File: config.mk
export PLATFORM = sky130hd
export DESIGN_NAME = save_record_checker_crc16_top_flat
export DESIGN_NICKNAME = d
export VERILOG_FILES = /design/src/rtl/srchk_pkg.sv /design/src/rtl/srchk_if.sv /design/src/rtl/save_record_checker_crc16_top.sv /design/src/flat_wrapper.sv
export SDC_FILE = /design/constraint.sdc
export NUM_CORES = 1
export LEC_CHECK = 0
export ABC_AREA = 1
export BUFFER_PORTS_ARGS = -buffer_cell sky130_fd_sc_hd__buf_2
export CORE_UTILIZATION = 50
export CTS_BUF_LIST = sky130_fd_sc_hd__clkbuf_4 sky130_fd_sc_hd__clkbuf_8
export CTS_CLUSTER_SIZE = 20
export DETAILED_ROUTE_END_ITERATION = 10
export GPL_ROUTABILITY_DRIVEN = 0
export PLACE_DENSITY_LB_ADDON = 0.15
export RECOVER_POWER = 50
export SLEW_MARGIN = 20
export SYNTH_ARGS = -nofsm -noshare
export SYNTH_HDL_FRONTEND = slang
export SYNTH_SLANG_ARGS = --single-unit
File: constraint.sdc
create_clock -name i_clk -period 8.5 [get_ports i_clk]
set_input_delay 0.425 -clock i_clk [delete_from_list [all_inputs] [get_ports i_clk]]
set_output_delay 0.425 -clock i_clk [all_outputs]
set_load 0.03 [all_outputs]
File: src/rtl/srchk_pkg.sv
// shared constants, types and the crc byte update for the save record checker
package srchk_pkg;

    localparam int RECORD_BYTES = 16;
    localparam int FIELD_BASE   = 4;
    localparam int FIELD_DEPTH  = 12;
    localparam int CRC_SPAN     = 14;
    localparam int MAGIC_BYTES  = 4;
    localparam int POS_W        = 5;
    localparam int CFG_INDEX_W  = 4;
    localparam int CFG_DATA_W   = 32;

    localparam logic [15:0] CRC_INIT = 16'hFFFF;
    localparam logic [15:0] CRC_POLY = 16'h1021;

    localparam logic [CFG_INDEX_W-1:0] REG_MAGIC_WORD     = CFG_INDEX_W'(0);
    localparam logic [CFG_INDEX_W-1:0] REG_FORMAT_VERSION = CFG_INDEX_W'(1);

    typedef logic [7:0] t_byte;
    typedef logic [POS_W-1:0] t_pos;

    // crc-16/ccitt-false, msb first, one byte
    function automatic logic [15:0] crc_byte(input logic [15:0] crc, input t_byte data);
        logic [15:0] c;
        c = crc ^ {data, 8'h00};
        for (int b = 0; b < 8; b++) begin
            if (c[15]) begin
                c = {c[14:0], 1'b0} ^ CRC_POLY;
            end else begin
                c = {c[14:0], 1'b0};
            end
        end
        return c;
    endfunction

endpackage

File: src/rtl/srchk_if.sv
// valid/ready channel interfaces: record bytes in, check results out, register writes

interface srchk_in_if;
    logic        valid;
    logic        ready;
    logic [7:0]  data_byte;
    logic        last_byte;
    modport source (output valid, output data_byte, output last_byte, input ready);
    modport sink   (input valid, input data_byte, input last_byte, output ready);
endinterface

interface srchk_out_if;
    logic        valid;
    logic        ready;
    logic        record_ok;
    logic [15:0] scene_id;
    logic [31:0] step_count;
    logic [15:0] music_id;
    modport source (output valid, output record_ok, output scene_id, output step_count,
                    output music_id, input ready);
    modport sink   (input valid, input record_ok, input scene_id, input step_count,
                    input music_id, output ready);
endinterface

interface srchk_cfg_if;
    logic                             valid;
    logic                             ready;
    logic [srchk_pkg::CFG_INDEX_W-1:0] index;
    logic [srchk_pkg::CFG_DATA_W-1:0]  data;
    modport source (output valid, output index, output data, input ready);
    modport sink   (input valid, input index, input data, output ready);
endinterface

File: src/rtl/save_record_checker_crc16_top.sv
// save record checker: byte stream in, one crc-16 checked result per record out
//
// i_in carries one record byte per transfer, last_byte set on the final byte.
// each byte updates the running crc (bytes 0-13), magic compare (bytes 0-3) and
// field store (bytes 4-15) in the transfer cycle; the final byte loads the
// result register, so o_out.valid rises in the cycle after the final byte is
// taken. one byte per cycle is sustained while o_out is drained; the byte-wide
// crc update feeding back into the crc state register sets that figure.
// a record must be 16 bytes: magic (4), version (2), scene (2), step (4),
// music (2), crc (2), all little-endian. shorter records fail, bytes past
// the sixteenth are ignored. on failure record_ok and all fields are zero.
// i_cfg writes magic_word (index 0) and format_version (index 1), always
// ready; other indexes are dropped.
// reset clears all but the field and result data registers; a record restarts.
// a result waiting on a stalled receiver holds i_in.ready low; no byte is lost.
module save_record_checker_crc16_top (
    input  logic       i_clk,
    input  logic       i_rst_n,
    srchk_in_if.sink   i_in,
    srchk_out_if.source o_out,
    srchk_cfg_if.sink  i_cfg
);
    import srchk_pkg::*;

    localparam t_pos POS_FULL  = POS_W'(RECORD_BYTES);
    localparam t_pos POS_CRC   = POS_W'(CRC_SPAN);
    localparam t_pos POS_MAGIC = POS_W'(MAGIC_BYTES);
    localparam t_pos POS_TAIL  = POS_W'(RECORD_BYTES - 1);

    logic [31:0] r_magic, n_magic;
    logic [15:0] r_version, n_version;
    t_pos        r_pos, n_pos;
    logic [15:0] r_crc, n_crc;
    logic        r_mismatch, n_mismatch;
    t_byte       r_field [FIELD_DEPTH];
    t_byte       n_field [FIELD_DEPTH];

    logic        r_out_valid, n_out_valid;
    logic        r_ok, n_ok;
    logic [15:0] r_scene, n_scene;
    logic [31:0] r_step, n_step;
    logic [15:0] r_music, n_music;

    logic        in_xfer;
    logic        out_xfer;
    logic        in_record;
    logic        byte_bad;
    logic        any_bad;
    logic        len_ok;
    logic        pass;
    t_byte       crc_hi;

    assign out_xfer   = r_out_valid && o_out.ready;
    assign i_in.ready = !r_out_valid || o_out.ready;
    assign in_xfer    = i_in.valid && i_in.ready;
    assign i_cfg.ready = 1'b1;

    assign in_record = (r_pos < POS_FULL);
    assign byte_bad  = (r_pos < POS_MAGIC) &&
                       (r_magic[{r_pos[1:0], 3'b000} +: 8] != i_in.data_byte);
    assign any_bad   = r_mismatch || byte_bad;
    assign len_ok    = (r_pos == POS_TAIL) || (r_pos == POS_FULL);
    // stored crc high byte is the one arriving now when it closes the record
    assign crc_hi    = (r_pos == POS_TAIL) ? i_in.data_byte : r_field[FIELD_DEPTH-1];
    assign pass      = len_ok && !any_bad &&
                       ({r_field[1], r_field[0]} == r_version) &&
                       ({crc_hi, r_field[FIELD_DEPTH-2]} == r_crc);

    always_comb begin
        n_magic     = r_magic;
        n_version   = r_version;
        n_pos       = r_pos;
        n_crc       = r_crc;
        n_mismatch  = r_mismatch;
        n_field     = r_field;
        n_out_valid = r_out_valid;
        n_ok        = r_ok;
        n_scene     = r_scene;
        n_step      = r_step;
        n_music     = r_music;

        if (i_cfg.valid) begin
            if (i_cfg.index == REG_MAGIC_WORD) begin
                n_magic = i_cfg.data;
            end else if (i_cfg.index == REG_FORMAT_VERSION) begin
                n_version = i_cfg.data[15:0];
            end
        end

        if (out_xfer) begin
            n_out_valid = 1'b0;
        end

        if (in_xfer) begin
            if (in_record) begin
                n_mismatch = any_bad;
                for (int k = 0; k < FIELD_DEPTH; k++) begin
                    if (r_pos == POS_W'(FIELD_BASE + k)) begin
                        n_field[k] = i_in.data_byte;
                    end
                end
                if (r_pos < POS_CRC) begin
                    n_crc = crc_byte(r_crc, i_in.data_byte);
                end
                n_pos = r_pos + POS_W'(1);
            end
            if (i_in.last_byte) begin
                n_out_valid = 1'b1;
                n_ok        = pass;
                n_scene     = pass ? {r_field[3], r_field[2]} : 16'h0000;
                n_step      = pass ? {r_field[7], r_field[6], r_field[5], r_field[4]}
                                   : 32'h0000_0000;
                n_music     = pass ? {r_field[9], r_field[8]} : 16'h0000;
                n_pos       = '0;
                n_crc       = CRC_INIT;
                n_mismatch  = 1'b0;
            end
        end
    end

    always_ff @(posedge i_clk) begin
        if (!i_rst_n) begin
            r_magic     <= '0;
            r_version   <= '0;
            r_pos       <= '0;
            r_crc       <= CRC_INIT;
            r_mismatch  <= 1'b0;
            r_out_valid <= 1'b0;
        end else begin
            r_magic     <= n_magic;
            r_version   <= n_version;
            r_pos       <= n_pos;
            r_crc       <= n_crc;
            r_mismatch  <= n_mismatch;
            r_out_valid <= n_out_valid;
        end
    end

    always_ff @(posedge i_clk) begin
        r_field <= n_field;
        r_ok    <= n_ok;
        r_scene <= n_scene;
        r_step  <= n_step;
        r_music <= n_music;
    end

    assign o_out.valid      = r_out_valid;
    assign o_out.record_ok  = r_ok;
    assign o_out.scene_id   = r_scene;
    assign o_out.step_count = r_step;
    assign o_out.music_id   = r_music;

    a_pos_bound: assert property (@(posedge i_clk) disable iff (!i_rst_n)
        r_pos <= POS_FULL)
        else $error("byte position past record length");

    a_last_gives_result: assert property (@(posedge i_clk) disable iff (!i_rst_n)
        in_xfer && i_in.last_byte |=> r_out_valid && r_pos == '0 && r_crc == CRC_INIT
                                      && !r_mismatch)
        else $error("final byte did not load a result and restart the record");

    a_fail_zero: assert property (@(posedge i_clk) disable iff (!i_rst_n)
        r_out_valid && !r_ok |-> r_scene == '0 && r_step == '0 && r_music == '0)
        else $error("failed record shows nonzero fields");

    a_stall_only_full: assert property (@(posedge i_clk) disable iff (!i_rst_n)
        !i_in.ready |-> r_out_valid && !o_out.ready)
        else $error("input stalled without a pending result");

    a_byte_advances: assert property (@(posedge i_clk) disable iff (!i_rst_n)
        in_xfer && !i_in.last_byte && in_record |=> r_pos == $past(r_pos) + POS_W'(1))
        else $error("byte position did not advance");

endmodule

File: src/flat_wrapper.sv
// flat-port wrapper written by rule: the top's interface ports become plain ports
module save_record_checker_crc16_top_flat import srchk_pkg::*;
  (i_clk, i_rst_n, i_in_valid, i_in_data_byte, i_in_last_byte, i_in_ready, o_out_valid, o_out_record_ok, o_out_scene_id, o_out_step_count, o_out_music_id, o_out_ready, i_cfg_valid, i_cfg_index, i_cfg_data, i_cfg_ready);
  srchk_in_if i_in_i ();
  srchk_out_if o_out_i ();
  srchk_cfg_if i_cfg_i ();
  input  logic i_clk;
  input  logic i_rst_n;
  input wire logic [$bits(i_in_i.valid)-1:0] i_in_valid;
  input wire logic [$bits(i_in_i.data_byte)-1:0] i_in_data_byte;
  input wire logic [$bits(i_in_i.last_byte)-1:0] i_in_last_byte;
  output wire logic [$bits(i_in_i.ready)-1:0] i_in_ready;
  output wire logic [$bits(o_out_i.valid)-1:0] o_out_valid;
  output wire logic [$bits(o_out_i.record_ok)-1:0] o_out_record_ok;
  output wire logic [$bits(o_out_i.scene_id)-1:0] o_out_scene_id;
  output wire logic [$bits(o_out_i.step_count)-1:0] o_out_step_count;
  output wire logic [$bits(o_out_i.music_id)-1:0] o_out_music_id;
  input wire logic [$bits(o_out_i.ready)-1:0] o_out_ready;
  input wire logic [$bits(i_cfg_i.valid)-1:0] i_cfg_valid;
  input wire logic [$bits(i_cfg_i.index)-1:0] i_cfg_index;
  input wire logic [$bits(i_cfg_i.data)-1:0] i_cfg_data;
  output wire logic [$bits(i_cfg_i.ready)-1:0] i_cfg_ready;
  assign i_in_i.valid = i_in_valid;
  assign i_in_i.data_byte = i_in_data_byte;
  assign i_in_i.last_byte = i_in_last_byte;
  assign i_in_ready = i_in_i.ready;
  assign o_out_valid = o_out_i.valid;
  assign o_out_record_ok = o_out_i.record_ok;
  assign o_out_scene_id = o_out_i.scene_id;
  assign o_out_step_count = o_out_i.step_count;
  assign o_out_music_id = o_out_i.music_id;
  assign o_out_i.ready = o_out_ready;
  assign i_cfg_i.valid = i_cfg_valid;
  assign i_cfg_i.index = i_cfg_index;
  assign i_cfg_i.data = i_cfg_data;
  assign i_cfg_ready = i_cfg_i.ready;
  save_record_checker_crc16_top u_core (.i_clk(i_clk), .i_rst_n(i_rst_n), .i_in(i_in_i), .o_out(o_out_i), .i_cfg(i_cfg_i));
endmodule
; Word level (Yosys, flattened, before mapping)
; Cells that the tools add are included.
[op_classes]
addsub = 1
shift = 1
mux = 40
bitwise = 10
reduce_logical = 31
n_lt_le_gt_ge = 3
eq_ne = 17
[ops]
columns = cell, n
row1 = $mux W16, 24
row2 = $mux W13, 8
row3 = $eq A5 B4 Y1 const B, 8
row4 = $reduce_and A3 Y1, 13
row5 = $eq A16 B16 Y1, 2
row6 = $shiftx A32 B6 Y8, 1
row7 = $not A3 Y3, 8
row8 = $eq A5 B3 Y1 const B, 4
row9 = $xor A16 B16 Y16, 1
row10 = $mux W5, 2
row11 = $mux W8, 1
row12 = $ne A8 B8 Y1, 1
row13 = $reduce_and A2 Y1, 4
row14 = $logic_and A1 B1 Y1, 6
row15 = $add A5 B1 Y5 const B, 1
row16 = $eq A5 B5 Y1 const B, 1
row17 = $lt A5 B3 Y1 const B, 1
row18 = $lt A5 B4 Y1 const B, 1
row19 = $lt A5 B5 Y1 const B, 1
row20 = $mux W1, 5
row21 = $eq A4 B1 Y1 const B, 1
row22 = $logic_not A4 Y1, 1
row23 = $reduce_bool A2 Y1, 2
row24 = $logic_or A1 B1 Y1, 3
row25 = other kinds (2), 3
[totals]
input_bits = 50
out_inout_bits = 68
ff_bits = 232
word_cells = 125

; Longest topological paths before layout
[depth]
word_depth = 41
ltp_mapped = 17
mapped_depth_nobuf = 14

; Worst setup path after synthesis
; Ideal clock, no wire load.
[synth_timing]
kind = register to register
startpoint = register u_core.r_out_valid, in the netlist u_core.o_out.valid
endpoint = register u_core.r_pos[2]
arrival_ns = 4.337
stages_incl_launch_ff = 9
required_time_ns = 8.378
setup_time_ns = 0.122
n_path_buf = 0
period_less_slack_ns = 4.459
setup_slack_ns = 4.041
cell_sequence = dfxtp_1 > nand2_1 > inv_1 > nor2_1 > inv_1 > nor2_1 > inv_1 > nand2_1 > nor3_1
[synth_via]
elab_chain_len = 4
[synth_lines]
columns = element, line
row1 = "start, declared", save_record_checker_crc16_top.sv:38  ; logic r_out_valid, n_out_valid;
row2 = "start signal, assigned", save_record_checker_crc16_top.sv:135  ; r_out_valid <= n_out_valid;
row3 = $logic_not A1 Y1, save_record_checker_crc16_top.sv:54  ; assign i_in.ready = !r_out_valid || o_out.ready;
row4 = $logic_or A1 B1 Y1, save_record_checker_crc16_top.sv:54
row5 = via i_in_ready, flat_wrapper.sv:12  ; output wire logic [$bits(i_in_i.ready)-1:0] i_in_ready;
row6 = $logic_and A1 B1 Y1, save_record_checker_crc16_top.sv:55  ; assign in_xfer = i_in.valid && i_in.ready;
row7 = $reduce_and A2 Y1 (no source line), -
row8 = "end signal, assigned", save_record_checker_crc16_top.sv:132  ; r_pos <= n_pos;
row9 = "end, declared", save_record_checker_crc16_top.sv:32  ; t_pos r_pos, n_pos;
; The timed path passes the listed nets, and every way through them passes these cells.
; A chain may end at the register's enable or synchronous reset.

; Final worst setup path
[layout_timing]
startpoint = register u_core.r_pos[0]
endpoint = register u_core.r_music[6], in the netlist u_core.o_out.music_id[6], data pin
[layout_via]
elab_cells_between_ends = 14
cone_classes = 1 x order compare / 4 x eq/ne / 1 x shift / 1 x mux / 7 x reduce/logical
[layout_rtl]
columns = element, line
row1 = $eq A5 B4 Y1, save_record_checker_crc16_top.sv:64  ; assign crc_hi = (r_pos == POS_TAIL) ? i_in.data_byte : r_field[FIELD_DEPTH-1];
row2 = $mux W8, save_record_checker_crc16_top.sv:64
row3 = via u_core.crc_hi[5], save_record_checker_crc16_top.sv:51  ; t_byte crc_hi;
row4 = $eq A16 B16 Y1, save_record_checker_crc16_top.sv:67  ; ({crc_hi, r_field[FIELD_DEPTH-2]} == r_crc);
row5 = $logic_and A1 B1 Y1, save_record_checker_crc16_top.sv:66  ; ({r_field[1], r_field[0]} == r_version) &&
row6 = "end signal, assigned", save_record_checker_crc16_top.sv:144  ; r_music <= n_music;
row7 = "end, declared", save_record_checker_crc16_top.sv:42  ; logic [15:0] r_music, n_music;
; The timed path passes the listed nets, and every way through them passes these cells.

==> flow_summary.ini <==
[run_status]
status = finished with violations
violations = capacitance limit, slew limit

[synthesis]
synthDominantCellAreaShare = 0.4953
async_flop_share = 0
seq_area_frac_synth = 0.6409
synth_cell_types = 32
synth_common_cells = edfxtp_1 (161), nand2_1 (140), inv_1 (135)
synth_top_cell_by_area = edfxtp_1
synthFlopType = edfxtp_1
syn_inst = 888
synthesis.area_um2 = 9761
ys_ff_latch = 232
synthTopCellsByArea = edfxtp_1 (50%), dfxtp_1 (15%), nor2_4 (5.7%)
syn_avg_cell_area_um2 = 10.99
synthesis.nets = 943
synthMostInstantiatedCell = edfxtp_1
synth_edf_count = 161
synth_warnings = 0

[clocking]
post_cts_buffers = 0
holdBufCountCts = 0
clockBufferDepth = 3
path_clk_slew_ns = 0.06
cts_root_buf = clkbuf_8
cts_resized = 0
ctsHtreeMaxLevel = 2
cts_buffers = 38
clock_sinks = 232
clock_latency_ns = 0.54
cts_tree = built

[sta]
setup_violations = 0
finalCritPeriodShare = 0.4892
clock.fmax_mhz = 240.5
tightestPinTransition_ns = 2.475
relSlewSlack = -0.6500
finalMaxSlewViolations = 68
layout_min_cycle_time_ns = 4.158
skew_ns = 0.01483
rsz0062_at_grt = no
fin_tns_setup_ns = 0
hold_viol = 0

[setup_path]
cp_common_cell = nor2_1
r2r_end = u_core.o_out.music_id[6]$_SDFFCE_PN0P_
path_class = flop to flop
crit_path_max_fanout = 49
critPathLaunch = u_core.r_pos[0]$_SDFFE_PN0P_
critPathArrivalTime_ns = 4.41
endpoint_kind = flop
reg2reg_from = u_core.r_pos[0]$_SDFFE_PN0P_
slowest_stage = buf_4
cp.required_ns = 8.75
endpoint = u_core.o_out.music_id[6]$_SDFFCE_PN0P_
path_cells = ha_1 > inv_1 > nor2_1 > ha_1 > o21ai_1 > or2_2 > nand3_1 > nor2_1 > nand2_1 > nor2_1 > nand3_4 > buf_4 > nor2_1
cp_slowest_stage_delay_ns = 0.92
start_kind = flop
r2r_setup_slack_ns = 4.34
rr_worst_depth = 13

[global_routing]
use_met2 = 0.3150
antenna_found_initial = 0
grt_most_used_layer = met2
globalRouteTotalUtil = 0.1966
globalRoute.totalOverflow = 0
use_met1 = 0.2704
grt_pass1_wl_mm = 30.15
met3_usage = 0.03847
grt_pass1_vias = 5676
grt_max_degree = 68

[power_and_ir_drop]
irDropWorstVdd_mv = 0.1103
powerDensity_nw_per_um2 = 212.6
total_power_mw = 2.371
p_leak_nw = 4.229

[placed_design]
dp_hpwl_mm = 12.23
placed_cells = 1243
port_buffers = 116

[hold_path]
hold_start = i_cfg_data[11]
hold_class = primary input to flop

[drt]
drt_wl_total_mm = 19.06
ant_nets = 0
wire_per_inst_um = 14.53
viasPerCell = 4.738
drc = 0
vias = 6216
first_pass_iters = 5
drt_iter0_drc = 380

[job]
max-cap-violations = 1

[floorplan]
fp-row-count = 50
core_um2 = 18890
initial_core_util = 0.5166
die_y_um = 141.7
die_x_um = 141.7
pin_count = 118
dieArea_um2 = 20080

[layout]
fillers = 1644
nNetsFinal = 1078
drive_above_1_share = 0.1606
area_delta_synth_final_pct = 14.24
diodes = 0
instances_no_fill = 1312
multi_input_area_um2 = 2739
seq_area_um2 = 6256
-- kinds of logic after synthesis --
| logic type | after synthesis | synth area share |
|---|---|---|
| AOI/OAI and AO/OA | 110 | 0.05922 |
| other | 1 | 0.0003842 |
| adders and majority gates | 5 | 0.006409 |
| xor gates and xnor gates | 49 | 0.04397 |
| DFF | 232 | 0.6409 |
| buffers and inverters | 170 | 0.07845 |
| and+or+nand+nor | 321 | 0.1706 |
-- power by group --
| group | switching [mW] | internal (mW) | leakage (nW) |
|---|---|---|---|
| clock network | 0.424 | 0.532 | 0.408 |
| logic | 0.111 | 0.0531 | 1.75 |
| registers | 0.0181 | 1.23 | 2.08 |
| total | 0.553 | 1.82 | 4.23 |
-- per-layer routing --
layer | part of all wire | routed length [um]
met3 | 0.053 | 1015
met1 | 0.46 | 8805
met2 | 0.47 | 8889
met4 | 0.018 | 352
met5 | 0 | 0
-- worst max-delay path: cells and delay by family (launching register included) --
family / cells / cell delay [ns]
adders and majority gates: 2 / 0.67
DFF: 1 / 0.85
buffers and inverters: 2 / 1.00
and+or+nand+nor: 8 / 1.13
AOI/OAI and AO/OA: 1 / 0.17
-- flip-flops by register name, indices dropped and copies added, names as in the netlist --
signal / cells
u_core.r_field: 96
u_core.o_out.step_count: 32
u_core.r_magic: 32
u_core.o_out.music_id: 16
u_core.o_out.scene_id: 16
u_core.r_crc: 16
u_core.r_version: 16
u_core.r_pos: 5
u_core.o_out.record_ok: 1
u_core.o_out.valid: 1
u_core.r_mismatch: 1
-- cells in the final DEF, fill, tap and decap left out, types with 2 or more instances in the layout --
cell | netlist | routed
nand3_1 | 38 | 38
xnor2_1 | 38 | 38
o22ai_1 | 7 | 7
buf_2 | 2 | 40
clkbuf_4 | 0 | 21
nand3b_1 | 3 | 3
nor2_1 | 74 | 73
clkbuf_8 | 0 | 40
buf_4 | 3 | 6
inv_2 | 4 | 3
inv_1 | 135 | 136
a21oi_1 | 39 | 39
o21ai_0 | 58 | 59
ha_1 | 5 | 5
inv_6 | 0 | 2
nor3_1 | 10 | 10
xor2_1 | 11 | 11
nand2_1 | 140 | 140
nand4_1 | 2 | 2
clkinv_1 | 1 | 6
edfxtp_1 | 161 | 161
o21ai_1 | 4 | 3
or2_2 | 3 | 3
dfxtp_1 | 71 | 71
clkbuf_1 | 14 | 78
nor2_4 | 49 | 50
-- how the worst min path moves through the flow --
stage,end,depth (start not counted)
finish,u_core.r_version[11]$_SDFFE_PN0P_,3
global route,u_core.r_magic[19]$_SDFFE_PN0P_,3
CTS,u_core.r_version[11]$_SDFFE_PN0P_,3
detailed placement,u_core.r_magic[3]$_SDFFE_PN0P_,2
global placement,u_core.r_magic[28]$_SDFFE_PN0P_,2
floorplan,u_core.r_magic[16]$_SDFFE_PN0P_,2
-- layout make-up --
class	count	share of cell area
Clock inverter	8	0.004713
Multi-Input combinational cell	486	0.2456
Tap cell	260	0.02917
Clock buffer	61	0.06351
Timing Repair Buffer	124	0.04825
Inverter	141	0.04769
Sequential cell	232	0.5610
-- through the flow --
| step | hold slack, ns | instance area [um2] | utilization | setup slack (ns) |
|---|---|---|---|---|
| CTS | 0.1468 | 11270 | 0.5964 | 4.304 |
| detailed placement | 0.4396 | 10510 | 0.5562 | 4.301 |
| finish | 0.1657 | 11150 | 0.5902 | 4.342 |
| floorplan | 0.4237 | 9761 | - | 4.041 |
| global placement | 0.4345 | 10510 | 0.5562 | 4.377 |
| global route | 0.1670 | 11150 | 0.5902 | 4.013 |
(Power assumes the default switching activity.)
